`src/sv/tower_hit_threshold_filter_top_macros.svh`:
```
// ----------------------------------------------------------------------------
// Assertion macros for the tower hit threshold filter
// Shared shorthands for the concurrent checks in the filter modules.
// ----------------------------------------------------------------------------
`ifndef TOWER_HIT_THRESHOLD_FILTER_TOP_MACROS_SVH
`define TOWER_HIT_THRESHOLD_FILTER_TOP_MACROS_SVH

// Same-cycle implication, sampled on clk, off during reset.
`define THF_ASSERT_IMP(name, ante, cons, msg) \
  name: assert property (@(posedge clk) disable iff (rst) (ante) |-> (cons)) \
    else $error(msg);

// Next-cycle implication, sampled on clk, off during reset.
`define THF_ASSERT_NEXT(name, ante, cons, msg) \
  name: assert property (@(posedge clk) disable iff (rst) (ante) |=> (cons)) \
    else $error(msg);

`endif

```
`src/sv/thf_pkg.sv`:
```
// ----------------------------------------------------------------------------
// thf_pkg
// Constants, codes and the queue item type of the tower hit threshold filter.
// ----------------------------------------------------------------------------
`timescale 1ns / 1ps
`default_nettype none

package thf_pkg;

  // Sizes.
  localparam int MAP_DEPTH = 8192;
  localparam int MAP_AW    = $clog2(MAP_DEPTH);
  localparam int MAX_LIST  = 64;
  localparam int LIST_W    = $clog2(MAX_LIST + 1);
  localparam int RAW_SLOTS = 32;
  localparam int LIST_FLOOR = 10;

  // Queue between the front and back parts.
  localparam int Q_DEPTH = 4;
  localparam int Q_AW    = $clog2(Q_DEPTH);
  localparam int QLVL_W  = $clog2(Q_DEPTH + 1);

  // Field widths.
  localparam int CHAN_W  = 13;
  localparam int ADC_W   = 12;
  localparam int TOWER_W = 13;
  localparam int SLOT_W  = 6;
  localparam int SUM_W   = 24;
  localparam int COUNT_W = 8;
  localparam int WORD_W  = 32;

  localparam logic [SUM_W-1:0]   SUM_MAX   = 24'hFFFFFF;
  localparam logic [COUNT_W-1:0] COUNT_MAX = 8'd255;

  // Result kinds.
  localparam logic [1:0] KIND_ACC = 2'd0;
  localparam logic [1:0] KIND_RAW = 2'd1;
  localparam logic [1:0] KIND_HDR = 2'd2;

  // Configuration register indexes.
  localparam logic [1:0] CFG_THRESHOLD = 2'd0;
  localparam logic [1:0] CFG_MAX_LIST  = 2'd1;
  localparam logic [1:0] CFG_IS_BARREL = 2'd2;
  localparam int CFG_W = 12;

  // Configuration reset values.
  localparam logic [ADC_W-1:0] THRESHOLD_RESET = 12'd10;
  localparam logic [6:0]       MAX_LIST_RESET  = 7'd10;
  localparam logic             IS_BARREL_RESET = 1'b1;

  // One classified hit with the results it causes.
  typedef struct packed {
    logic                raw_en;
    logic                acc_en;
    logic                hdr_en;
    logic                in_range;
    logic [SLOT_W-1:0]   raw_slot;
    logic [SLOT_W-1:0]   acc_slot;
    logic [ADC_W-1:0]    adc;
    logic [TOWER_W-1:0]  tower;
    logic [WORD_W-1:0]   hdr_word;
  } item_t;

endpackage

`default_nettype wire

```
`src/sv/thf_queue.sv`:
```
// ----------------------------------------------------------------------------
// thf_queue
// Short item queue between the front and back parts.
// ----------------------------------------------------------------------------
`timescale 1ns / 1ps
`default_nettype none

`include "tower_hit_threshold_filter_top_macros.svh"

module thf_queue (
  input  wire logic                       clk,
  input  wire logic                       rst,
  input  wire logic                       push,
  input  wire thf_pkg::item_t             push_item,
  input  wire logic                       pop,
  output thf_pkg::item_t                  head,
  output logic [thf_pkg::QLVL_W-1:0]      level
);

  thf_pkg::item_t            entries [thf_pkg::Q_DEPTH];
  logic [thf_pkg::Q_AW-1:0]  wr_ptr, rd_ptr;

  function automatic logic [thf_pkg::Q_AW-1:0] ptr_inc(input logic [thf_pkg::Q_AW-1:0] p);
    return (p == thf_pkg::Q_AW'(thf_pkg::Q_DEPTH - 1)) ? '0 : p + thf_pkg::Q_AW'(1);
  endfunction

  assign head = entries[rd_ptr];

  // Storage.
  always_ff @(posedge clk) begin
    if (push) begin
      entries[wr_ptr] <= push_item;
    end
  end

  // Pointers and fill level.
  always_ff @(posedge clk) begin
    if (rst) begin
      wr_ptr <= '0;
      rd_ptr <= '0;
      level  <= '0;
    end else begin
      if (push) begin
        wr_ptr <= ptr_inc(wr_ptr);
      end
      if (pop) begin
        rd_ptr <= ptr_inc(rd_ptr);
      end
      if (push && !pop) begin
        level <= level + thf_pkg::QLVL_W'(1);
      end else if (pop && !push) begin
        level <= level - thf_pkg::QLVL_W'(1);
      end
    end
  end

  // Checks on the queue bookkeeping.
  `THF_ASSERT_IMP(a_no_overflow, push && !pop, 32'(level) < thf_pkg::Q_DEPTH, "queue overflow")
  `THF_ASSERT_IMP(a_no_underflow, pop, level != '0, "pop from empty queue")
  `THF_ASSERT_NEXT(a_level_up, push && !pop, level == $past(level) + thf_pkg::QLVL_W'(1), "level did not rise")

endmodule

`default_nettype wire

```
`config.mk`:
```
export PLATFORM = sky130hd
export DESIGN_NAME = thf_queue
export DESIGN_NICKNAME = d
export VERILOG_FILES = /design/src/sv/thf_pkg.sv /design/src/sv/thf_queue.sv
export VERILOG_INCLUDE_DIRS = /design/src /design/src/sv
export SDC_FILE = /design/constraint.sdc
export NUM_CORES = 1
export LEC_CHECK = 0
export ABC_CLOCK_PERIOD_IN_PS = 2500
export BUFFER_PORTS_ARGS = -buffer_cell sky130_fd_sc_hd__buf_2
export CAP_MARGIN = 0
export CORE_MARGIN = 1
export CORE_UTILIZATION = 40
export DETAILED_ROUTE_END_ITERATION = 10
export PLACE_DENSITY_LB_ADDON = 0.1
export SYNTH_ARGS = -nofsm -noshare
export SYNTH_HDL_FRONTEND = slang
export SYNTH_SLANG_ARGS = --single-unit
```
`constraint.sdc`:
```
create_clock -name clk -period 2.5 [get_ports clk]
set_input_delay 0.5 -clock clk [delete_from_list [all_inputs] [get_ports clk]]
set_output_delay 0.5 -clock clk [all_outputs]
set_load 0.01 [all_outputs]
```
; ---- Yosys cells after proc, flatten, opt, wreduce, memory -nomap -nowiden
; Memory sizes are Yosys's and may differ from the RTL's. A register that Yosys moved wholly into a read port is not among the register bits.
; Index checks and enable logic that the tools add are counted.
[totals]
word_cells = 23
out_inout_bits = 76
ramBits = 292
input_bits = 77
regBits = 7
mem_count = 1
[op_classes]
muxes = 8
eq_ne = 2
n_addsub = 4
reduce_logical = 5
[memory_table]
columns = memory, depth, width, rd, rd_clocked_by_memory_dff, write_ports, line
row1 = entries, 4, 73, 1, 1, 1, thf_queue.sv:20  ; thf_pkg::item_t entries [thf_pkg::Q_DEPTH];
[ops]
columns = operator, count
row1 = $mux 2, 4
row2 = $mux 3, 2
row3 = $add 2x1->2 const B, 2
row4 = $eq 2x2->1 const B, 2
row5 = $add 3x1->3 const B, 1
row6 = $sub 3x1->3 const B, 1
row7 = $logic_and 1x1->1, 2
row8 = $logic_not 1->1, 2
row9 = $mux 1, 2
row10 = $reduce_bool 2->1, 1

; ---- Logic depth before layout (Yosys ltp)
; Gate-level depths: netlist (run 1).
[depth]
word_depth = 4
mapped_depth = 7
mapped_depth_nobuf = 7

; ---- Worst setup path after synthesis (run 1)
; OpenSTA, ideal clock, no wires.
[synth_timing]
kind = flip-flop to flip-flop
start = reg wr_ptr[0] in the netlist's numbering
end = mem entries[3][0] in the netlist's numbering, enable pin
stages_incl_launch_ff = 3
n_path_buf = 0
synth_period_minus_slack_ns = 2.695
required_ns = 2.061
arrival_time_ns = 2.256
setup_time_ns = 0.439
setup_slack_ns = -0.195
cell_sequence = dfxtp_1 > ha_1 > and2_1
[synth_rtl]
columns = item, line
row1 = "start, declared", thf_queue.sv:21  ; logic [thf_pkg::Q_AW-1:0] wr_ptr, rd_ptr;
row2 = "start signal, assigned", thf_queue.sv:44  ; wr_ptr <= ptr_inc(wr_ptr);
row3 = "end, declared", thf_queue.sv:20
; No word-level cell before the write port.

==> impl_metrics.csv, run 1 <==
group,metric,value,unit
outcome,status,"completed",
critical_path,rr_startpoint,"wr_ptr[0]",
sta,setup_tns,0,ns
cts,worst_skew_pair.late_latency,0.54,ns
critical_path,end_kind,"primary output",
route,met1Wirelength,8680,um
sta,max_freq,409,MHz
global_routing,antenna_found_initial,3,
critical_path,rrSetupSlack,0.95,ns
floorplanning,die_y,168,um
yosys,synth_top_area_share,79.4,%
global_routing,overflow,0,
sta,fin_crit,2.45,ns
global_routing,grt_pass1_vias,5394,
layout,areaGrowthSynthToFinish,20.9,%
sta,rsz0062_at_grt,"yes",
yosys,synthFlopType,"edfxtp_1",
route,drt_iter0_markers,175,
min_path,holdPathEnd,"entries[3][48]",
critical_path,arrival,1.95,ns
yosys,synth-edff-count,292,
critical_path,worstPathRequired,2.00,ns
cts,clock-root-buffer,"clkbuf_16",
critical_path,worstSetupStartpointType,"register",
cts,cts_buffer_depth,3,
yosys,synth.most_common_cell,"edfxtp_1",
place,post-place-ws,0.409,ns
route,ant_nets,0,
critical_path,crit_type,"register to primary output",
route,met3RoutedLength,1130,um
yosys,synthDistinctLibCells,19,
yosys,synth_area,11000,um2
yosys,synth_top_area_cell,"edfxtp_1",
floorplanning,fp.dieW,168,um
yosys,ys_seq_area_share,81.1,%
sta,setup_violations,0,
cts,holdBufCountCts,0,
floorplanning,start_util,40.8,%
flow_run,cap_violations,0,
global_routing,grt_pass1_wl,31000,um
yosys,synthCells,424,
critical_path,ff2ff_path_depth,3,
global_routing,grt_max_degree,74,
route,wl_per_cell,20.8,um
min_path,min_delay_path_depth,1,
layout,finalNetCount,697,
place,globalplace.congestion,0.658,
route,vias_per_cell,5.01,
min_path,min_from,"push_item[48]",
yosys,synth_async_sr_flop_share,0,%
power_and_ir_drop,ir_drop,0.461,mV
power_and_ir_drop,p_per_area,824,nW/um2
sta,hold_violations,0,
sta,timing.final.ws_setup,0.0543,ns
route,drcViolationCount,0,
sta,slew_headroom,67.9,%
power_and_ir_drop,finalPower,11.0,mW
sta,skew,0.00732,ns
critical_path,worstPathMaxFanout,20,
yosys,synth_nets,508,
place,dpl.hpwl,11400,um
layout,utilization,49.4,%
route,wl_met2,10200,um
yosys,synth.area.top_cells,"edfxtp_1, mux4_2, dfxtp_1",
floorplanning,fp-row-count,60,
cts,clk_pin_slew,0.06,ns
floorplanning,pin_count,153,
route,vias,4903,
critical_path,rr_endpoint,"entries[3][28]",
sta,hold_ws,0.175,ns
sta,post-route-period-util,97.8,%
yosys,syn-mean-instance-area,26.0,um2
route,routed_wl,20400,um
floorplanning,coreArea,27000,um2
cts,clkSinkCount,301,
route,top_layer,"met5",
cts,htree_num_levels,1,
sta,tightest_slew,0.482,ns
cts,tritoncts,"done",
cts,cts_buffers,31,
yosys,synth_warnings,0,
power_and_ir_drop,leakage,4.53,nW
min_path,min_path_type,"input port to register",
layout,drive_gt1_share,45.8,%
yosys,ys_seq_elements,301,
global_routing,grt_usage,14.7,%
place,port-buffer-count,152,
yosys,synthTopCellsByCount,"edfxtp_1, mux4_2, dfxtp_1",
sta,drv_slew,0,
route,firstDrtPassIters,6,
floorplanning,die-area,28300,um2
## routing by layer
layer / up-vias / track usage [%]
met3: 36 / 3.46
met5: - / 0
li1: 2197 / -
met2: 117 / 25.4
met4: 4 / 3.87
met1: 2549 / 18.6
## layout make-up
cell class / instances / area (um2)
multi-input cells: 102 / 1890
inverters: 5 / 18.8
repair buffers: 172 / 1100
clock inverters: 4 / 20.0
flip-flops and latches: 301 / 8960
well taps: 341 / 427
diodes: 1 / 2.50
fillers: 2225 / 13700
clock buffers: 53 / 928
## worst max path at each step
stage / cells after the start / from / endpoint / slack (ns)
floorplan: 2 / wr_ptr[0] / entries[3][0] / 0.60
global placement: 3 / register / head[68] / 0.40
detailed placement: 3 / register / head[28] / 0.41
CTS: 4 / register / head[70] / 0.003
global route: 4 / register / head[28] / -0.02
finish: 4 / register / head[68] / 0.05
## power breakdown
group | switching (mW) | total (mW) | internal, mW | leakage [nW]
logic | 0.493 | 0.963 | 0.469 | 1.30
clock network | 1.73 | 4.23 | 2.49 | 0.466
registers | 0.0564 | 5.81 | 5.75 | 2.76
## cell families after synthesis
group                    share of synthesized area (%)
AO/OA/AOI/OAI                                    0.181
adder cells (fa/ha/maj)                          0.861
buffers and inverters                             1.90
AND/OR/NAND/NOR                                  0.623
multiplexers                                      15.2
flip-flops                                        81.1
XOR/XNOR                                         0.159
## per-stage QoR
stage	instance area [um2]	instances
after floorplan	11000	424
after global placement	12300	914
after CTS	13300	977
after detailed placement	12300	914
final	13300	979
after global routing	13300	978
## state kept, by name (all words and copies together), names as in the netlist, named ones only
| register | cells |
|---|---|
| entries | 292 |
| rd_ptr | 2 |
| level | 3 |
| wr_ptr | 2 |
## critical path: stages, from the launching register on
cell     delay (ns)
dfxtp_4        0.36
buf_12         0.12
buf_16         0.19
mux4_2         0.55
buf_2          0.16
## placed cells by master (no fill, tap or decap)
| master | netlist | routed |
|---|---|---|
| buf_4 | 0 | 8 |
| xor2_1 | 2 | 2 |
| ha_1 | 6 | 6 |
| clkbuf_8 | 0 | 7 |
| a21oi_1 | 3 | 3 |
| mux4_2 | 72 | 72 |
| or3_1 | 1 | 1 |
| buf_6 | 1 | 10 |
| o21ai_0 | 1 | 1 |
| buf_16 | 0 | 1 |
| buf_2 | 7 | 144 |
| and2_4 | 0 | 4 |
| diode_2 | 0 | 1 |
| clkbuf_1 | 0 | 15 |
| fa_1 | 1 | 1 |
| buf_12 | 7 | 9 |
| nor3b_1 | 2 | 2 |
| dfxtp_4 | 0 | 2 |
| mux4_1 | 1 | 1 |
| clkbuf_16 | 0 | 31 |
| dfxtp_1 | 9 | 7 |
| nor2_1 | 6 | 6 |
| edfxtp_1 | 292 | 292 |
| clkinv_2 | 0 | 4 |
| inv_1 | 5 | 5 |
| mux2i_1 | 3 | 3 |
## what timing repair did
action	CTS	global route
buffers inserted	6	1
endpoints found under the setup margin	62	27
gates resized for setup	1	10
Power figures use the tool's default switching activity.
==> inputs of run 2 (changes only) <==
--- a/config.mk
+++ b/config.mk
@@ -6,7 +6,7 @@
 export SDC_FILE = /design/constraint.sdc
 export NUM_CORES = 1
 export LEC_CHECK = 0
-export ABC_CLOCK_PERIOD_IN_PS = 2500
+export ABC_CLOCK_PERIOD_IN_PS = 2680
 export BUFFER_PORTS_ARGS = -buffer_cell sky130_fd_sc_hd__buf_2
 export CAP_MARGIN = 0
 export CORE_MARGIN = 1
==> constraint.sdc (replaced) <==
create_clock -name clk -period 2.68 [get_ports clk]
set_input_delay 0.536 -clock clk [delete_from_list [all_inputs] [get_ports clk]]
set_output_delay 0.536 -clock clk [all_outputs]
set_load 0.01 [all_outputs]
==> impl_metrics.csv, run 2 (same netlist as run 1, synthesis figures left out) <==
group,metric,value,unit
route,ant_nets,0,
cts,clkSinkCount,301,
layout,areaGrowthSynthToFinish,20.3,%
critical_path,path_depth,3,
global_routing,overflow,0,
cts,holdBufCountCts,0,
critical_path,end_kind,"primary output",
layout,final_cell_mix,"edfxtp_1, buf_2, mux4_2",
floorplanning,fp.dieW,168,um
power_and_ir_drop,clkPwrFrac,40.6,%
sta,slew_headroom,70.2,%
floorplanning,start_util,40.8,%
layout,utilization,49.2,%
critical_path,critPathCapture,"head[29]",
critical_path,rrSetupSlack,0.98,ns
min_path,min_path_type,"input port to register",
cts,cts_resized,0,
layout,multi_input_area,1890,um2
cts,cts_setup_buffers,0,
global_routing,grt_pass1_wl,30700,um
power_and_ir_drop,p_seq_share,51.5,%
route,routed_wl,20300,um
layout,antenna_cells,0,
cts,clock-root-buffer,"clkbuf_16",
route,vias_per_cell,5.09,
power_and_ir_drop,intPower,8.36,mW
global_routing,grt_max_degree,46,
critical_path,slowest_stage,"dfxtp_4",
cts,htree_num_levels,2,
sta,drv_slew,0,
place,globalplace.congestion,0.669,
sta,post-route-period-util,94.0,%
floorplanning,pin_count,153,
sta,skew,0.00921,ns
critical_path,rr_startpoint,"wr_ptr[0]",
layout,fillers,2205,
floorplanning,die_y,168,um
critical_path,worstPathMaxFanout,25,
floorplanning,die-area,28300,um2
layout,seq_area,8960,um2
sta,setup_violations,0,
floorplanning,coreArea,27000,um2
power_and_ir_drop,p_per_area,794,nW/um2
sta,tightest_slew,0.446,ns
route,vias,4959,
critical_path,arrival,1.98,ns
power_and_ir_drop,leakage,4.51,nW
place,dpl.hpwl,11800,um
global_routing,grt_pass1_vias,5308,
layout,largest_reg_flops,292,
power_and_ir_drop,pwr-share-comb,8.0,%
critical_path,crit_type,"register to primary output",
cts,cts_buffers,34,
sta,max_freq,397,MHz
cts,clk_pin_slew,0.06,ns
route,drcViolationCount,0,
critical_path,worst-path-buf-inv,2,
cts,worst_skew_pair.late_latency,0.49,ns
floorplanning,fp-row-count,60,
critical_path,worst_path_largest_cell_delay,0.63,ns
global_routing,grt_usage,14.7,%
sta,rsz0062_at_grt,"no",
place,port-buffer-count,152,
flow_run,cap_violations,0,
layout,drive_gt1_share,45.5,%
layout,largestRegisters,"entries x292, level x3",
critical_path,path_cells,"buf_4, mux4_2, buf_2",
critical_path,worstSetupStartpointType,"register",
cts,tritoncts,"done",
critical_path,ff2ff_path_depth,3,
layout,top_register,"entries",
route,wl_per_cell,20.8,um
power_and_ir_drop,ir_drop,0.406,mV
layout,finalNetCount,693,
sta,hold_violations,0,
power_and_ir_drop,switchingPower,2.18,mW
route,firstDrtPassIters,4,
cts,cts_buffer_depth,3,
power_and_ir_drop,switching_share,20.7,%
sta,fin_crit,2.52,ns
critical_path,cp_top_family,"flip-flops",
critical_path,worstPathRequired,2.14,ns
sta,setup_tns,0,ns
route,drt_iter0_markers,301,
critical_path,rr_endpoint,"entries[3][58]",
layout,layout_commonest_cell,"edfxtp_1",
global_routing,antenna_found_initial,0,
outcome,status,"completed",
==> run 2: worst min-delay path by stage <==
stage / slack, ns / to / from / cells after the start
after floorplan: 0.49 / register / rd_ptr[1] / 2
after global placement: 0.47 / level[2] / level[2] / 2
after detailed placement: 0.48 / level[2] / level[2] / 2
after CTS: 0.23 / entries[2][46] / push_item[46] / 1
after global routing: 0.23 / entries[3][46] / push_item[46] / 1
final: 0.26 / entries[3][48] / push_item[48] / 1
==> run 2: cell type report <==
cell class,count,share of cell area (%)
Sequential cell,301,67.4
Inverter,5,0.141
Multi-Input combinational cell,102,14.2
Clock buffer,46,7.22
Tap cell,341,3.21
Timing Repair Buffer,165,7.12
Clock inverter,14,0.659
==> run 2: routing by layer <==
layer  part of all wire, %  vias to the layer above  routed length (um)  GRT usage [%]
li1                      -                     2194                   -              -
met5                     0                        -                   0              0
met1                    43                     2606                8800           19.4
met3                   5.1                       34                1040           3.53
met4                   1.9                        0                 378           4.35
met2                    50                      125               10100           24.3
==> run 2: power groups by stage <==
stage	clock network, mW	logic, mW	registers, mW
5_1_grt	4.59	0.914	5.44
3_3_place_gp	0	0.851	5.52
4_1_cts	4.40	0.868	5.43
3_5_place_dp	0	0.866	5.53
2_1_floorplan	0	0.513	5.51
6_report	4.28	0.841	5.43
==> run 2: worst reg2reg max path: stages (launching register included) <==
cell,delay [ns]
dfxtp_1,0.40
ha_1,0.21
and2_4,0.42
buf_12,0.33
==> run 2: per-stage QoR <==
stage	std cells	cell area (um2)	hold WS (ns)	power (mW)	setup WS [ns]
6_report	974	13300	0.257	10.5	0.160
5_1_grt	974	13300	0.229	10.9	0.0468
4_1_cts	974	13300	0.231	10.7	0.0881
3_5_place_dp	914	12200	0.477	6.39	0.608
3_3_place_gp	914	12200	0.466	6.37	0.622
2_1_floorplan	424	11000	0.492	6.02	0.779
