### src/sv/tower_hit_threshold_filter_top_macros.svh
// ----------------------------------------------------------------------------
// Assertion macros for the tower hit threshold filter
// Shared shorthands for the concurrent checks in the filter modules.
// ----------------------------------------------------------------------------
`ifndef TOWER_HIT_THRESHOLD_FILTER_TOP_MACROS_SVH
`define TOWER_HIT_THRESHOLD_FILTER_TOP_MACROS_SVH

// Same-cycle implication, sampled on clk, off during reset.
`define THF_ASSERT_IMP(name, ante, cons, msg) \
  name: assert property (@(posedge clk) disable iff (rst) (ante) |-> (cons)) \
    else $error(msg);

// Next-cycle implication, sampled on clk, off during reset.
`define THF_ASSERT_NEXT(name, ante, cons, msg) \
  name: assert property (@(posedge clk) disable iff (rst) (ante) |=> (cons)) \
    else $error(msg);

`endif

### src/sv/thf_pkg.sv
// ----------------------------------------------------------------------------
// thf_pkg
// Constants, codes and the queue item type of the tower hit threshold filter.
// ----------------------------------------------------------------------------
`timescale 1ns / 1ps
`default_nettype none

package thf_pkg;

  // Sizes.
  localparam int MAP_DEPTH = 8192;
  localparam int MAP_AW    = $clog2(MAP_DEPTH);
  localparam int MAX_LIST  = 64;
  localparam int LIST_W    = $clog2(MAX_LIST + 1);
  localparam int RAW_SLOTS = 32;
  localparam int LIST_FLOOR = 10;

  // Queue between the front and back parts.
  localparam int Q_DEPTH = 4;
  localparam int Q_AW    = $clog2(Q_DEPTH);
  localparam int QLVL_W  = $clog2(Q_DEPTH + 1);

  // Field widths.
  localparam int CHAN_W  = 13;
  localparam int ADC_W   = 12;
  localparam int TOWER_W = 13;
  localparam int SLOT_W  = 6;
  localparam int SUM_W   = 24;
  localparam int COUNT_W = 8;
  localparam int WORD_W  = 32;

  localparam logic [SUM_W-1:0]   SUM_MAX   = 24'hFFFFFF;
  localparam logic [COUNT_W-1:0] COUNT_MAX = 8'd255;

  // Result kinds.
  localparam logic [1:0] KIND_ACC = 2'd0;
  localparam logic [1:0] KIND_RAW = 2'd1;
  localparam logic [1:0] KIND_HDR = 2'd2;

  // Configuration register indexes.
  localparam logic [1:0] CFG_THRESHOLD = 2'd0;
  localparam logic [1:0] CFG_MAX_LIST  = 2'd1;
  localparam logic [1:0] CFG_IS_BARREL = 2'd2;
  localparam int CFG_W = 12;

  // Configuration reset values.
  localparam logic [ADC_W-1:0] THRESHOLD_RESET = 12'd10;
  localparam logic [6:0]       MAX_LIST_RESET  = 7'd10;
  localparam logic             IS_BARREL_RESET = 1'b1;

  // One classified hit with the results it causes.
  typedef struct packed {
    logic                raw_en;
    logic                acc_en;
    logic                hdr_en;
    logic                in_range;
    logic [SLOT_W-1:0]   raw_slot;
    logic [SLOT_W-1:0]   acc_slot;
    logic [ADC_W-1:0]    adc;
    logic [TOWER_W-1:0]  tower;
    logic [WORD_W-1:0]   hdr_word;
  } item_t;

endpackage

`default_nettype wire

### src/sv/thf_back.sv
// ----------------------------------------------------------------------------
// thf_back
// Walks the results of the head item in the order raw, accepted, header and
// delivers them one per cycle while out_stall is low.
// ----------------------------------------------------------------------------
`timescale 1ns / 1ps
`default_nettype none

`include "tower_hit_threshold_filter_top_macros.svh"

module thf_back (
  input  wire logic                         clk,
  input  wire logic                         rst,
  input  wire thf_pkg::item_t               head,
  input  wire logic [thf_pkg::QLVL_W-1:0]   level,
  output logic                              pop,
  output logic                              out_valid,
  input  wire logic                         out_stall,
  output logic [1:0]                        kind,
  output logic [thf_pkg::SLOT_W-1:0]        slot,
  output logic [thf_pkg::WORD_W-1:0]        word,
  output logic                              last
);

  logic raw_done, acc_done;
  logic show_raw, show_acc, final_result, fire;
  logic [thf_pkg::WORD_W-1:0] hit_word;

  assign out_valid = level != '0;
  assign fire      = out_valid && !out_stall;
  assign hit_word  = {4'b0, head.adc, 3'b0, head.tower};

  // Pick the next result of the head item.
  always_comb begin
    show_raw = head.raw_en && !raw_done;
    show_acc = head.acc_en && !acc_done && !show_raw;
    if (show_raw) begin
      kind         = thf_pkg::KIND_RAW;
      slot         = head.raw_slot;
      word         = hit_word;
      last         = 1'b0;
      final_result = !(head.acc_en || head.hdr_en);
    end else if (show_acc) begin
      kind         = thf_pkg::KIND_ACC;
      slot         = head.acc_slot;
      word         = hit_word;
      last         = 1'b0;
      final_result = !head.hdr_en;
    end else begin
      kind         = thf_pkg::KIND_HDR;
      slot         = '0;
      word         = head.hdr_word;
      last         = 1'b1;
      final_result = 1'b1;
    end
  end

  assign pop = fire && final_result;

  // Marks of the results already delivered for the head item.
  always_ff @(posedge clk) begin
    if (rst) begin
      raw_done <= 1'b0;
      acc_done <= 1'b0;
    end else if (fire) begin
      if (final_result) begin
        raw_done <= 1'b0;
        acc_done <= 1'b0;
      end else if (show_raw) begin
        raw_done <= 1'b1;
      end else begin
        acc_done <= 1'b1;
      end
    end
  end

  // Checks on the result sequencing.
  `THF_ASSERT_IMP(a_head_has_result, out_valid, head.raw_en || head.acc_en || head.hdr_en, "queued item without result")
  `THF_ASSERT_IMP(a_marks_need_head, raw_done || acc_done, out_valid, "done marks without a head item")
  `THF_ASSERT_IMP(a_acc_mark_order, acc_done, !head.raw_en || raw_done, "accepted word before raw word")

endmodule

`default_nettype wire

### config.mk
export PLATFORM = sky130hd
export DESIGN_NAME = thf_back
export DESIGN_NICKNAME = d
export VERILOG_FILES = /design/src/sv/thf_pkg.sv /design/src/sv/thf_back.sv
export VERILOG_INCLUDE_DIRS = /design/src /design/src/sv
export SDC_FILE = /design/constraint.sdc
export NUM_CORES = 1
export LEC_CHECK = 0
export BUFFER_PORTS_ARGS = -buffer_cell sky130_fd_sc_hd__buf_2
export CELL_PAD_IN_SITES_DETAIL_PLACEMENT = 0
export CELL_PAD_IN_SITES_GLOBAL_PLACEMENT = 1
export CORE_ASPECT_RATIO = 1.5
export CORE_UTILIZATION = 14
export DETAILED_ROUTE_END_ITERATION = 8
export PLACE_DENSITY_LB_ADDON = 0.1
export SLEW_MARGIN = 20
export SYNTH_ARGS = -nofsm -noshare
export SYNTH_HDL_FRONTEND = slang
export SYNTH_SLANG_ARGS = --single-unit
### constraint.sdc
create_clock -name clk -period 1.63 [get_ports clk]
set_input_delay 0.0815 -clock clk [delete_from_list [all_inputs] [get_ports clk]]
set_output_delay 0.0815 -clock clk [all_outputs]
set_load 0.005 [all_outputs]
# After elaboration in Yosys (flattened, before gate mapping)
# Index checks and enable logic that the tools add are counted.
[op_classes] magnitude_cmp=0 multipliers=0 mux=14 addsub=0 n_div=0 bitwise_logic=0 shift=0 n_reduce_logical=16 n_eq_ne=1
[ops] operator="$mux 32" n=2
[ops] operator="$mux 6" n=2
[ops] operator="$mux 1" n=8
[ops] operator="$logic_not 1->1" n=6
[ops] operator="$logic_and 1x1->1" n=5
[ops] operator="$mux 2" n=2
[ops] operator="$reduce_and 2->1" n=2
[ops] operator="$reduce_bool 3->1" n=1
[ops] operator="$ne 2x1->1 const B" n=1
[ops] operator="$reduce_bool 2->1" n=1
[ops] operator="$logic_or 1x1->1" n=1
[totals] in_bits=79 mem_bits_rw=0 reg_bits=2 n_memories=0 latch_bits=0 romBits=0

# Longest topological paths before layout
# Gate-level depths: netlist (run 1).
[depth] depth_word=8 ltp_mapped=6

# Worst setup path before layout (run 1)
# OpenSTA, ideal clock, no wires.
[synth_path] path_kind="reg-to-reg" start="register raw_done" end="register raw_done" setup_ps=121 t_arrival_ps=1212 path_stages_with_launch=5 slack_ps=297 cell_sequence="dfxtp_1 nand2b_4 buf_2 a311oi_2 mux2_2"
[synth_via] elab_chain_len=8 word_cells_on_any_way=9 classes_between="3 x mux; 6 x reduce/logical"
[synth_rtl] item="start, declared" line="thf_back.sv:25" text="logic raw_done, acc_done;"
[synth_rtl] item="start signal, assigned" line="thf_back.sv:63" text="raw_done <= 1'b0;"
[synth_rtl] item="start signal, assigned" line="thf_back.sv:67" text="raw_done <= 1'b0;"
[synth_rtl] item="start signal, assigned" line="thf_back.sv:70" text="raw_done <= 1'b1;"
[synth_rtl] item="$logic_not 1->1 *" line="thf_back.sv:35" text="show_raw = head.raw_en && !raw_done;"
[synth_rtl] item="$logic_and 1x1->1 *" line="thf_back.sv:35"
[synth_rtl] item="$logic_not 1->1" line="thf_back.sv:36" text="show_acc = head.acc_en && !acc_done && !show_raw;"
[synth_rtl] item="$logic_and 1x1->1" line="thf_back.sv:36"
[synth_rtl] item="$mux 1" line="thf_back.sv:43" text="end else if (show_acc) begin"
[synth_rtl] item="$mux 1" line="thf_back.sv:37" text="if (show_raw) begin"
[synth_rtl] item="$reduce_bool 2->1 (no source line)"
[synth_rtl] item="$reduce_and 2->1 (no source line)"
# Mark *: on every way between the ends. The rest lies on a longest branch, timed or not.
# A chain may end at the register's enable or synchronous reset.

# Worst setup path after layout (run 1)
[layout_path] start="register acc_done" end="output port word[5] (netlist bit)"
[layout_via] elab_chain_len=5
[layout_rtl] item="start, declared" line="thf_back.sv:25"
[layout_rtl] item="start signal, assigned" line="thf_back.sv:64" text="acc_done <= 1'b0;"
[layout_rtl] item="start signal, assigned" line="thf_back.sv:68" text="acc_done <= 1'b0;"
[layout_rtl] item="start signal, assigned" line="thf_back.sv:72" text="acc_done <= 1'b1;"
[layout_rtl] item="$logic_not 1->1" line="thf_back.sv:36"
[layout_rtl] item="$logic_and 1x1->1 (2 in series)" line="thf_back.sv:36"
[layout_rtl] item="$mux 32" line="thf_back.sv:43"
[layout_rtl] item="$mux 32" line="thf_back.sv:37"
[layout_rtl] item="end, declared" line="thf_back.sv:21" text="output logic [thf_pkg::WORD_W-1:0] word,"
# No other way between the ends.

==> metrics.md, run 1 <==
| Metric | Value |
|---|---|
| Adder and majority cell fraction of the synthesized area | 0 |
| Static leakage | 0.7442 nW |
| Internal Power | 0.4141 mW |
| Cell area after synthesis | 610.6 µm² |
| Post-CTS setup-driven buffer insertion count | 0 |
| Fin. max-slew vios | 0 |
| Max-capacitance violation count | 0 |
| Core area | 4209 µm² |
| Result of the run | completed |
| Endpoint class of the critical path | primary output |
| Flip-flop cell with the highest count after synthesis | sky130_fd_sc_hd__dfxtp_1 |
| Fraction of the mapped netlist area in compound gates | 0.1537 |
| CTS Buffer Depth | 2 |
| Maximum number of pins on one net before global-route repair | 27 |
| Worst path slowest cell | sky130_fd_sc_hd__mux2_2 |
| Clock tree root driver cell | sky130_fd_sc_hd__clkbuf_8 |
| Power density normalized to cell area | 454.0 nW/µm² |
| Sum Neg Setup Slack | 0 ns |
| Worst vdd rail ir drop | 0.3666 mV |
| Library cells used by synthesis | 22 |
| PnR Total Power | 0.5839 mW |
| Net switching fraction of the power | 0.2908 |
| Critical path data required time | 1.55 ns |
| Height of the die | 82.88 µm |
| 1st-pass router iterations | 2 |
| Clock insertion delay at the later pin of the skew report | 0.21 ns |
| XOR/XNOR share of the synthesized area | 0 |
| Total number of yosys warnings | 0 |
| Layout overhead on the synthesized area | 110.7% |
| Max Clock Skew | 0.0001990 ns |
| # clock sinks | 2 |
| Via total after detailed routing | 984 |
| Commonest cells in the netlist | 26 x sky130_fd_sc_hd__mux2_2, 7 x sky130_fd_sc_hd__and3_1, 6 x sky130_fd_sc_hd__a22o_1 |
| Flop and latch count out of synthesis | 2 |
| Remaining antenna violation count after routing | 0 |
| Worst hold-check path type | input port to flop |
| WL/cell | 10.52 µm |
| RSZ-0062 raised after global routing | no |
| CTS tree | done |
| Kind of critical path | flop to primary output |
| Proportion of synthesized flip-flops having asynchronous set or reset | 0 |
| Cell type with the highest aggregate area in the netlist | sky130_fd_sc_hd__mux2_2 |
| Headroom to the max-slew limit | 0.7047 |
| Fraction of synthesized cell area taken by the top area cell type | 0.4795 |
| Effective utilization at floorplan | 0.1451 |
| Overall die width | 55.92 µm |
| Multiplexer area fraction after synthesis | 0.4795 |
| Data arrival, critical path | 1.47 ns |
| PnR worst setup slack | 0.08271 ns |
| Routability congestion estimate | 0.6575 |
| Clock Pin Slew Worst Setup and Hold Paths | 0.03 ns |
| Critical Path Start Type | flop |
| Switching Power | 0.1698 mW |
| Global route total overflow | 0 |
| Fraction of layout cells with a size suffix above 1 | 0.8478 |
| Worst slack after detailed placement | 0.1987 ns |
| Worst-case hold slack | 0.06162 ns |
| Global Route Usage Sum | 0.09825 |
| Basic-gate share of the synthesized area counting and, or, nand and nor cells | 0.1967 |
| Share of the yosys chip area belonging to registers | 0.06557 |
| Top cells by area in the synthesized netlist | sky130_fd_sc_hd__mux2_2 48%, sky130_fd_sc_hd__a22o_1 8.6%, sky130_fd_sc_hd__and3_1 7.2%, sky130_fd_sc_hd__dfxtp_1 6.6%, sky130_fd_sc_hd__buf_4 3.7% |
| Power share of the sequential group | 0.092 |
| Final setup violating endpoints | 0 |
| Starting DRC count in detailed routing | 30 |
| Crit Path Max Fanout | 26 |
| DRC violation count after routing | 0 |
| Post-CTS sizing | 0 |
| Count of flip-flops with a built-in enable after synthesis | 0 |
| Detailed placement HPWL | 2066 µm |
| Depth of the CTS H-tree | 1 |
| Syn nets | 145 |
| Number of placed I/O pins | 122 |
| Ratio of routed vias to standard cells | 4.278 |
| Largest family of logic cells by synthesized area | multiplexers |
| Wire length of the first global-routing pass | 3801 µm |
| Routed Wire Length | 2420 µm |
| Post-route clock period utilization | 0.9493 |
| Most frequently used cell type in the post-synthesis netlist | sky130_fd_sc_hd__mux2_2 |
| Nets@finish | 265 |
| Antenna violations before repair | 0 |
| Number of clock buffers inserted by TritonCTS | 3 |
| Delay of the slowest cell on the worst path | 0.36 ns |
| Fmax | 646.3 MHz |
| Floorplan die area | 4635 µm² |
| Shortest period the worst path allows | 1.547 ns |
| Crit path cell chain | nand2b_2 -> nand2_8 -> mux2_2 -> buf_2 |
| Count of hold buffers inserted by post-cts repair | 0 |
| Mapped Cells | 66 |
| Vias in the first global route | 895 |
| Post-Route Utilization | 0.3056 |
| Portion of total power attributed to the clock network | 0.329 |
| Number of inserted diodes | 0 |
| # port buffers | 120 |
| Actual slew at the worst max-slew pin | 0.4396 ns |
| Post-Synthesis Mean Instance Area | 9.251 µm² |
| Cell row count | 29 |
| Fin. Hold Viols | 0 |
| Combinational fraction of design power | 0.579 |
-- power by group through the flow --
stage	clock (mW)	combinational (mW)	sequential, mW
4_1_cts	0.199	0.337	0.0536
3_3_place_gp	0	0.332	0.0541
5_1_grt	0.204	0.372	0.0542
6_report	0.192	0.338	0.0537
3_5_place_dp	0	0.335	0.0542
2_1_floorplan	0	0.166	0.0536
-- kinds of logic after synthesis --
family,after synthesis
buf+inv,9
compound gates,11
flops,2
mux,26
simple gates,18
-- state kept, by name (all words and copies together), names as in the netlist --
signal    flops
raw_done      1
acc_done      1
-- final timing paths --
kind | from | endpoint | slack (ns) | cells after the start
setup / recovery | acc_done | word[5] | 0.08 | 4
hold / removal | rst | acc_done | 0.06 | 2
setup reg to reg | raw_done | acc_done | 0.24 | 4
hold reg to reg | acc_done | acc_done | 0.53 | 2
-- cell usage in the layout (no fill, tap or decap), drive strengths merged, types with 2 or more instances in the layout --
cell | synthesis | final
nand2b | 2 | 2
nor2 | 2 | 2
and3 | 7 | 7
a22o | 6 | 6
inv | 3 | 3
mux2 | 26 | 26
nor2b | 2 | 2
dfxtp | 2 | 2
nor3 | 2 | 2
buf | 6 | 121
clkbuf | 0 | 3
-- worst max-delay path, delay by kind of cell, from the launching register on --
family / cells / cell delay (ns)
and+or+nand+nor: 2 / 0.44
buffers and inverters: 1 / 0.13
muxes: 1 / 0.36
DFF: 1 / 0.33
-- through the flow --
stage | area, µm² | cells
6_report | 1286 | 230
5_1_grt | 1286 | 230
4_1_cts | 1267 | 230
3_5_place_dp | 1226 | 227
3_3_place_gp | 1226 | 227
2_1_floorplan | 610.6 | 66
-- per-layer routing --
metal  GRT usage  share of wire  vias to the layer above
li1            -              -                      485
met1     0.09194           0.33                      426
met2      0.2037           0.55                       73
met3     0.01713           0.12                        0
met4     0.03326              0                        0
met5           0              0                        -
-- final cells by class --
cell class	count	area (µm²)
Fill cell	464	2923
Sequential cell	2	40.04
Tap cell	46	57.56
Timing Repair Buffer	121	608.1
Clock buffer	3	41.29
Inverter	3	13.76
Multi-Input combinational cell	55	525.5
Note: power is estimated with default switching activity, not from simulation.
==> run 2, diff against run 1 <==
Settings changed: ABC_AREA set to 1, CORE_UTILIZATION 14 to 12, REMOVE_ABC_BUFFERS set to 1.
==> run 2 against run 1 <==
Against the previous run:
- core utilization down 4.1 points
- flip-flop and latch count did not move
- register-to-register slack gained 0.42 ns
- global-route usage shrank 1.1 points
==> metrics.md, run 2 <==
| Metric | Value |
|---|---|
| Result of the run | completed |
| Fraction of synthesized cell area taken by the top area cell type | 0.5700 (+0.09049) |
| Post-CTS sizing | 0 (unchanged) |
| Global Route Usage Sum | 0.08711 (-0.01114) |
| Combined buffer and inverter count along the critical path | 3 (+2) |
| Largest registers ranked by flip-flop count | acc_done x1, raw_done x1 |
| Antenna violations before repair | 0 (unchanged) |
| Height of the die | 90.43 µm (+9.1%) |
| Cell area after synthesis | 625.6 µm² (+2.5%) |
| Fraction of layout cells with a size suffix above 1 | 0.5097 (-0.3382) |
| R2R Path End | acc_done |
| Cell row count | 31 (+6.9%) |
| Routability congestion estimate | 0.6850 (+4.2%) |
| Mapped Cells | 142 (+120%) |
| Overall die width | 60.96 µm (+9.0%) |
| Number of fillers in the final layout | 602 (+30%) |
| Vias in the first global route | 974 (+8.8%) |
| R2r worst-path depth | 7 (+3) |
| Number of clock buffers inserted by TritonCTS | 3 (unchanged) |
| Kind of critical path | flop to primary output |
| Crit path cell chain | nor2_2 -> inv_2 -> nand2_4 -> buf_6 -> nand2_1 -> nand2_1 -> buf_2 |
| RSZ-0062 raised after global routing | no |
| Most frequent cells in the layout | 120 x sky130_fd_sc_hd__buf_2, 95 x sky130_fd_sc_hd__nand2_1, 13 x sky130_fd_sc_hd__inv_1 |
| Number of cells in the finished layout apart from fillers | 325 (+41%) |
| Worst R2R Start | raw_done |
| Fin. Hold Viols | 0 (unchanged) |
| Worst hold-check path type | input port to flop |
| Endpoint class of the critical path | primary output |
| Launch instance of the worst min-delay path | rst |
| Reg2Reg Setup Slack | 0.66 ns (+0.42 ns) |
| Ratio of routed vias to standard cells | 3.708 (-13%) |
| Clock insertion delay at the later pin of the skew report | 0.21 ns (about the same) |
| CTS Buffer Depth | 2 (unchanged) |
| Top cells by area in the synthesized netlist | sky130_fd_sc_hd__nand2_1 57%, sky130_fd_sc_hd__inv_1 7.8%, sky130_fd_sc_hd__nor2_1 7.2%, sky130_fd_sc_hd__dfxtp_1 6.4%, sky130_fd_sc_hd__buf_4 6.0% |
| Multi-input gate area in the final layout | 462.9 µm² (-12%) |
| GR Util met3 | 0.02292 (+0.005789) |
| CTS tree | done |
| # port buffers | 120 (unchanged) |
| Clock tree root driver cell | sky130_fd_sc_hd__clkbuf_8 |
| Via total after detailed routing | 1205 (+22%) |
| Number of inserted diodes | 0 (unchanged) |
| 1st-pass router iterations | 2 (unchanged) |
| Effective utilization at floorplan | 0.1270 (-0.01807) |
| Routed Wire Length | 2680 µm (+11%) |
| Crit Path Max Fanout | 17 (-35%) |
| Post-CTS setup-driven buffer insertion count | 0 (unchanged) |
| Number of placed I/O pins | 122 (unchanged) |
| Worst-case hold path end point | raw_done |
| Max-capacitance violation count | 0 (unchanged) |
| Share of the yosys chip area belonging to registers | 0.06400 (-0.001574) |
| Post-Synthesis Mean Instance Area | 4.406 µm² (-52%) |
| Max Clock Skew | 0.0006456 ns (+0.0004466 ns) |
| Cell type with the highest aggregate area in the netlist | sky130_fd_sc_hd__nand2_1 |
| Worst vdd rail ir drop | 0.5876 mV (+60%) |
| Starting DRC count in detailed routing | 22 (-27%) |
| Detailed placement HPWL | 2245 µm (+8.7%) |
| Nets@finish | 340 (+28%) |
| Layout overhead on the synthesized area | 108.4% |
| Flip-flop cell with the highest count after synthesis | sky130_fd_sc_hd__dfxtp_1 |
| # placed instances | 322 (+42%) |
| Fmax | 680.4 MHz (+5.3%) |
| Count of flip-flops with a built-in enable after synthesis | 0 (unchanged) |
| Maximum number of pins on one net before global-route repair | 28 (+3.7%) |
| Core area | 4926 µm² (+17%) |
| # clock sinks | 2 (unchanged) |
| Busiest layer in global routing | met2 |
| Actual slew at the worst max-slew pin | 0.3273 ns (-0.1123 ns) |
| Shortest period the worst path allows | 1.470 ns (-0.07750 ns) |
| Sum Neg Setup Slack | 0 ns (unchanged) |
| Wire length of the first global-routing pass | 3719 µm (-2.2%) |
| Cells on Worst Hold Path | 4 (+2) |
| Met1 layer usage reported by global route | 0.06374 (-0.02820) |
| Count of hold buffers inserted by post-cts repair | 0 (unchanged) |
| Depth of the CTS H-tree | 1 (unchanged) |
| WL/cell | 8.246 µm (-22%) |
| Worst path slowest cell | sky130_fd_sc_hd__dfxtp_1 |
| Gate family responsible for the most delay along the worst path | simple AND/OR/NAND/NOR gates |
| Commonest cells in the netlist | 95 x sky130_fd_sc_hd__nand2_1, 13 x sky130_fd_sc_hd__inv_1, 12 x sky130_fd_sc_hd__nor2_1 |
| Fin. max-slew vios | 0 (unchanged) |
| Static leakage | 0.9367 nW (+26%) |
| Post-route clock period utilization | 0.9017 (-0.04755) |
| Delay of the slowest cell on the worst path | 0.31 ns (-0.05 ns) |
| Area of all sequential standard cells | 40.04 µm² (unchanged) |
| Clock Pin Slew Worst Setup and Hold Paths | 0.03 ns (about the same) |
| Power density normalized to cell area | 481.9 nW/µm² (+6.2%) |
| Critical Path Start Type | flop |
| Floorplan die area | 5512 µm² (+19%) |
| Final setup violating endpoints | 0 (unchanged) |
| Headroom to the max-slew limit | 0.7816 (+0.07692) |
| DRC violation count after routing | 0 (unchanged) |
| Total number of yosys warnings | 0 (unchanged) |
| Remaining antenna violation count after routing | 0 (unchanged) |
| Library cells used by synthesis | 13 (-41%) |
| Critical path data required time | 1.55 ns (about the same) |
| Met2 usage | 0.1859 (-0.01783) |
| Most common library cell in the layout ignoring fill and taps | sky130_fd_sc_hd__buf_2 |
| Data arrival, critical path | 1.39 ns (-0.08 ns) |
| Top cell by count, worst path | sky130_fd_sc_hd__nand2_1 |
| Flop and latch count out of synthesis | 2 (unchanged) |
| Most frequently used cell type in the post-synthesis netlist | sky130_fd_sc_hd__nand2_1 |
| Worst-case hold slack | 0.1341 ns (+0.07245 ns) |
| Global route total overflow | 0 (unchanged) |
| Proportion of synthesized flip-flops having asynchronous set or reset | 0 (unchanged) |
[run 2: worst min-delay path, stage by stage]
cell and delay (ns):
sky130_fd_sc_hd__buf_2 0.08, sky130_fd_sc_hd__inv_1 0.03, sky130_fd_sc_hd__nand2_1 0.07, sky130_fd_sc_hd__nor2_1 0.04
[run 2: cell families (layout without fill, tap and decap cells)]
logic type	after synthesis	in the layout	share of synthesized area
AO/OA/AOI/OAI	3	3	0.02399
buffers and inverters	23	140	0.1960
flip-flops	2	2	0.06400
AND/OR/NAND/NOR	114	114	0.7160
[run 2: metal layers]
layer	up-vias	share of wire
met2	87	0.50
met1	472	0.35
met3	4	0.14
li1	642	-
met5	-	0
met4	0	0.012
[run 2: cell type report]
| type | instances | area share |
|---|---|---|
| Sequential cell | 2 | 0.03071 |
| Inverter | 16 | 0.04990 |
| Tap cell | 66 | 0.06334 |
| Multi-Input combinational cell | 117 | 0.3551 |
| Timing Repair Buffer | 121 | 0.4693 |
| Clock buffer | 3 | 0.03167 |
[run 2: power by group]
group,internal [mW],total (mW),switching (mW)
Clock,0.156,0.193,0.0370
Combinational,0.190,0.378,0.188
Sequential,0.0536,0.0573,0.00370
Total,0.399,0.628,0.229
[run 2: worst max-delay path by stage]
stage               startpoint  endpoint  slack [ns]  cells after the start
floorplan             raw_done   word[0]        0.55                      6
global placement      acc_done  word[26]        0.29                      7
detailed placement    acc_done   word[8]        0.29                      7
CTS                   acc_done   word[8]        0.07                      7
global route          acc_done  word[11]        0.03                      7
finish                acc_done   word[8]        0.16                      7
[run 2: per-stage QoR]
step / area (µm²) / utilization / power (mW) / setup slack [ns]
finish: 1304 / 0.2647 / 0.6283 / 0.1602
global route: 1304 / 0.2647 / 0.7022 / 0.02615
CTS: 1297 / 0.2634 / 0.6408 / 0.06692
detailed placement: 1256 / 0.2550 / 0.4410 / 0.2914
global placement: 1256 / 0.2550 / 0.4465 / 0.2932
floorplan: 565.5 / - / 0.2225 / 0.5516
==> run 3, diff against run 2 <==
==> constraint.sdc (replaced) <==
create_clock -name clk -period 1.63 [get_ports clk]
set_input_delay 0.163 -clock clk [delete_from_list [all_inputs] [get_ports clk]]
set_output_delay 0.163 -clock clk [all_outputs]
set_load 0.005 [all_outputs]
==> run 3 against run 2 <==
Against the previous run:
- worst setup slack better by 0.028 ns
- cell count up 0.31%
- die area unchanged
- largest cell class unchanged
==> metrics.md, run 3 (synthesis gave the netlist of run 2 again) <==
| Metric | Value |
|---|---|
| Power density normalized to cell area | 485.6 nW/µm² (+0.77%) |
| Actual slew at the worst max-slew pin | 0.3309 ns (+0.003690 ns) |
| Ratio of routed vias to standard cells | 3.663 (-1.2%) |
| Area of all sequential standard cells | 40.04 µm² (unchanged) |
| Post-route clock period utilization | 0.8848 (-0.01695) |
| Post-CTS setup-driven buffer insertion count | 0 (unchanged) |
| Startpoint of the worst setup timing path | acc_done |
| Internal Power | 0.4007 mW (+0.38%) |
| # clock sinks | 2 (unchanged) |
| Maximum number of pins on one net before global-route repair | 28 (unchanged) |
| CTS tree | done |
| Net switching fraction of the power | 0.3677 (+0.003104) |
| Largest registers ranked by flip-flop count | acc_done x1, raw_done x1 |
| Clock insertion delay at the later pin of the skew report | 0.21 ns (about the same) |
| Combinational fraction of design power | 0.601 (about the same) |
| Cell row count | 31 (unchanged) |
| Vias in the first global route | 1052 (+8.0%) |
| Final setup violating endpoints | 0 (unchanged) |
| Global Route Usage Sum | 0.09442 (+0.007309) |
| Sum Neg Setup Slack | 0 ns (unchanged) |
| Detailed placement HPWL | 2280 µm (+1.5%) |
| Endpoint class of the critical path | primary output |
| RSZ-0062 raised after global routing | no |
| Switching Power | 0.2330 mW (+1.7%) |
| Result of the run | completed |
| Antenna violations before repair | 0 (unchanged) |
| Max Clock Skew | 0.001610 ns (+0.0009644 ns) |
| Fin. Hold Viols | 0 (unchanged) |
| Static leakage | 0.9402 nW (+0.37%) |
| Power share of the sequential group | 0.090 (about the same) |
| Overall die width | 60.96 µm (unchanged) |
| Launch instance of the worst min-delay path | rst |
| Routed Wire Length | 2814 µm (+5.0%) |
| Reg2Reg Setup Slack | 0.65 ns (about the same) |
| DRC violation count after routing | 0 (unchanged) |
| Starting DRC count in detailed routing | 28 (+27%) |
| Crit Path Max Fanout | 17 (unchanged) |
| Via total after detailed routing | 1194 (-0.91%) |
| WL/cell | 8.632 µm (+4.7%) |
| Post-Route Utilization | 0.2649 (about the same) |
| Height of the die | 90.43 µm (unchanged) |
| Clock tree root driver cell | sky130_fd_sc_hd__clkbuf_8 |
| Count of hold buffers inserted by post-cts repair | 0 (unchanged) |
| Critical path data required time | 1.47 ns (-0.08 ns) |
| Floorplan die area | 5512 µm² (unchanged) |
| Wire length of the first global-routing pass | 4050 µm (+8.9%) |
| Multi-input gate area in the final layout | 462.9 µm² (unchanged) |
| Routability congestion estimate | 0.6940 (+1.3%) |
| Most common library cell in the layout ignoring fill and taps | sky130_fd_sc_hd__buf_2 |
| Kind of critical path | flop to primary output |
| Worst hold-check path type | input port to flop |
| Worst-case hold slack | 0.2138 ns (+0.07974 ns) |
| Number of fillers in the final layout | 609 (+1.2%) |
| 1st-pass router iterations | 3 (+1) |
| # port buffers | 120 (unchanged) |
| Number of placed I/O pins | 122 (unchanged) |
| Headroom to the max-slew limit | 0.7791 (-0.002462) |
| Nets@finish | 341 (+0.29%) |
| Layout overhead on the synthesized area | 108.6% (about the same) |
| Portion of total power attributed to the clock network | 0.309 (+0.002) |
| Fraction of layout cells with a size suffix above 1 | 0.5115 (+0.001886) |
| Worst R2R Start | raw_done |
| Effective utilization at floorplan | 0.1270 (unchanged) |
| Fmax | 693.4 MHz (+1.9%) |
| Shortest period the worst path allows | 1.442 ns (-0.02763 ns) |
| Worst vdd rail ir drop | 0.4819 mV (-18%) |
| Fin. max-slew vios | 0 (unchanged) |
| Clock Pin Slew Worst Setup and Hold Paths | 0.03 ns (about the same) |
| Critical Path Start Type | flop |
| Global route total overflow | 0 (unchanged) |
| Depth of the CTS H-tree | 1 (unchanged) |
| Core area | 4926 µm² (unchanged) |
| Post-CTS sizing | 0 (unchanged) |
| Max-capacitance violation count | 0 (unchanged) |
| Number of inserted diodes | 0 (unchanged) |
| Most frequent cells in the layout | 120 x sky130_fd_sc_hd__buf_2, 95 x sky130_fd_sc_hd__nand2_1, 13 x sky130_fd_sc_hd__inv_1 |
| Data arrival, critical path | 1.28 ns (-0.11 ns) |
| Remaining antenna violation count after routing | 0 (unchanged) |
| CTS Buffer Depth | 2 (unchanged) |
| Number of clock buffers inserted by TritonCTS | 3 (unchanged) |
[run 3: critical path: stages, from the launching register on]
cell                      delay, ns
sky130_fd_sc_hd__dfxtp_1       0.30
sky130_fd_sc_hd__nor2_2        0.14
sky130_fd_sc_hd__inv_2         0.07
sky130_fd_sc_hd__nand2_4       0.07
sky130_fd_sc_hd__buf_4         0.23
sky130_fd_sc_hd__nand2_1       0.08
sky130_fd_sc_hd__nand2_1       0.07
sky130_fd_sc_hd__buf_2         0.11
[run 3: layout make-up]
cell class,count,share of cell area
timing repair buffer,122,0.4717
sequential,2,0.03068
inverter,16,0.04794
multi-input combinational,117,0.3547
clock buffer,3,0.03164
tap,66,0.06328
[run 3: per-layer routing]
layer	vias to the layer above	GRT usage	part of all wire
met5	-	0	0
met4	0	0.03977	0.013
met3	4	0.02149	0.13
met2	87	0.1951	0.50
met1	458	0.07586	0.36
li1	645	-	-
[run 3: path summary, 6_finish.rpt]
kind	to	cells after the start
min reg2reg	acc_done	2
max reg2reg	acc_done	7
max	word[8]	7
min	raw_done	4
[run 3: stage by stage]
| stage | setup slack, ns | instances | power, mW | area [µm²] |
|---|---|---|---|---|
| 6_report | 0.1878 | 326 | 0.6337 | 1305 |
| 5_1_grt | 0.05155 | 326 | 0.7097 | 1305 |
| 4_1_cts | 0.1490 | 326 | 0.6503 | 1305 |
| 3_5_place_dp | 0.3790 | 323 | 0.4465 | 1264 |
| 3_3_place_gp | 0.3778 | 323 | 0.4495 | 1264 |
| 2_1_floorplan | 0.4701 | 135 | 0.2225 | 565.5 |
[run 3: power groups by stage]
stage | combinational [mW] | clock [mW] | sequential (mW)
after global routing | 0.442 | 0.210 | 0.0575
after detailed placement | 0.389 | 0 | 0.0580
after global placement | 0.392 | 0 | 0.0580
after floorplan | 0.165 | 0 | 0.0571
final | 0.381 | 0.196 | 0.0572
after CTS | 0.391 | 0.202 | 0.0574
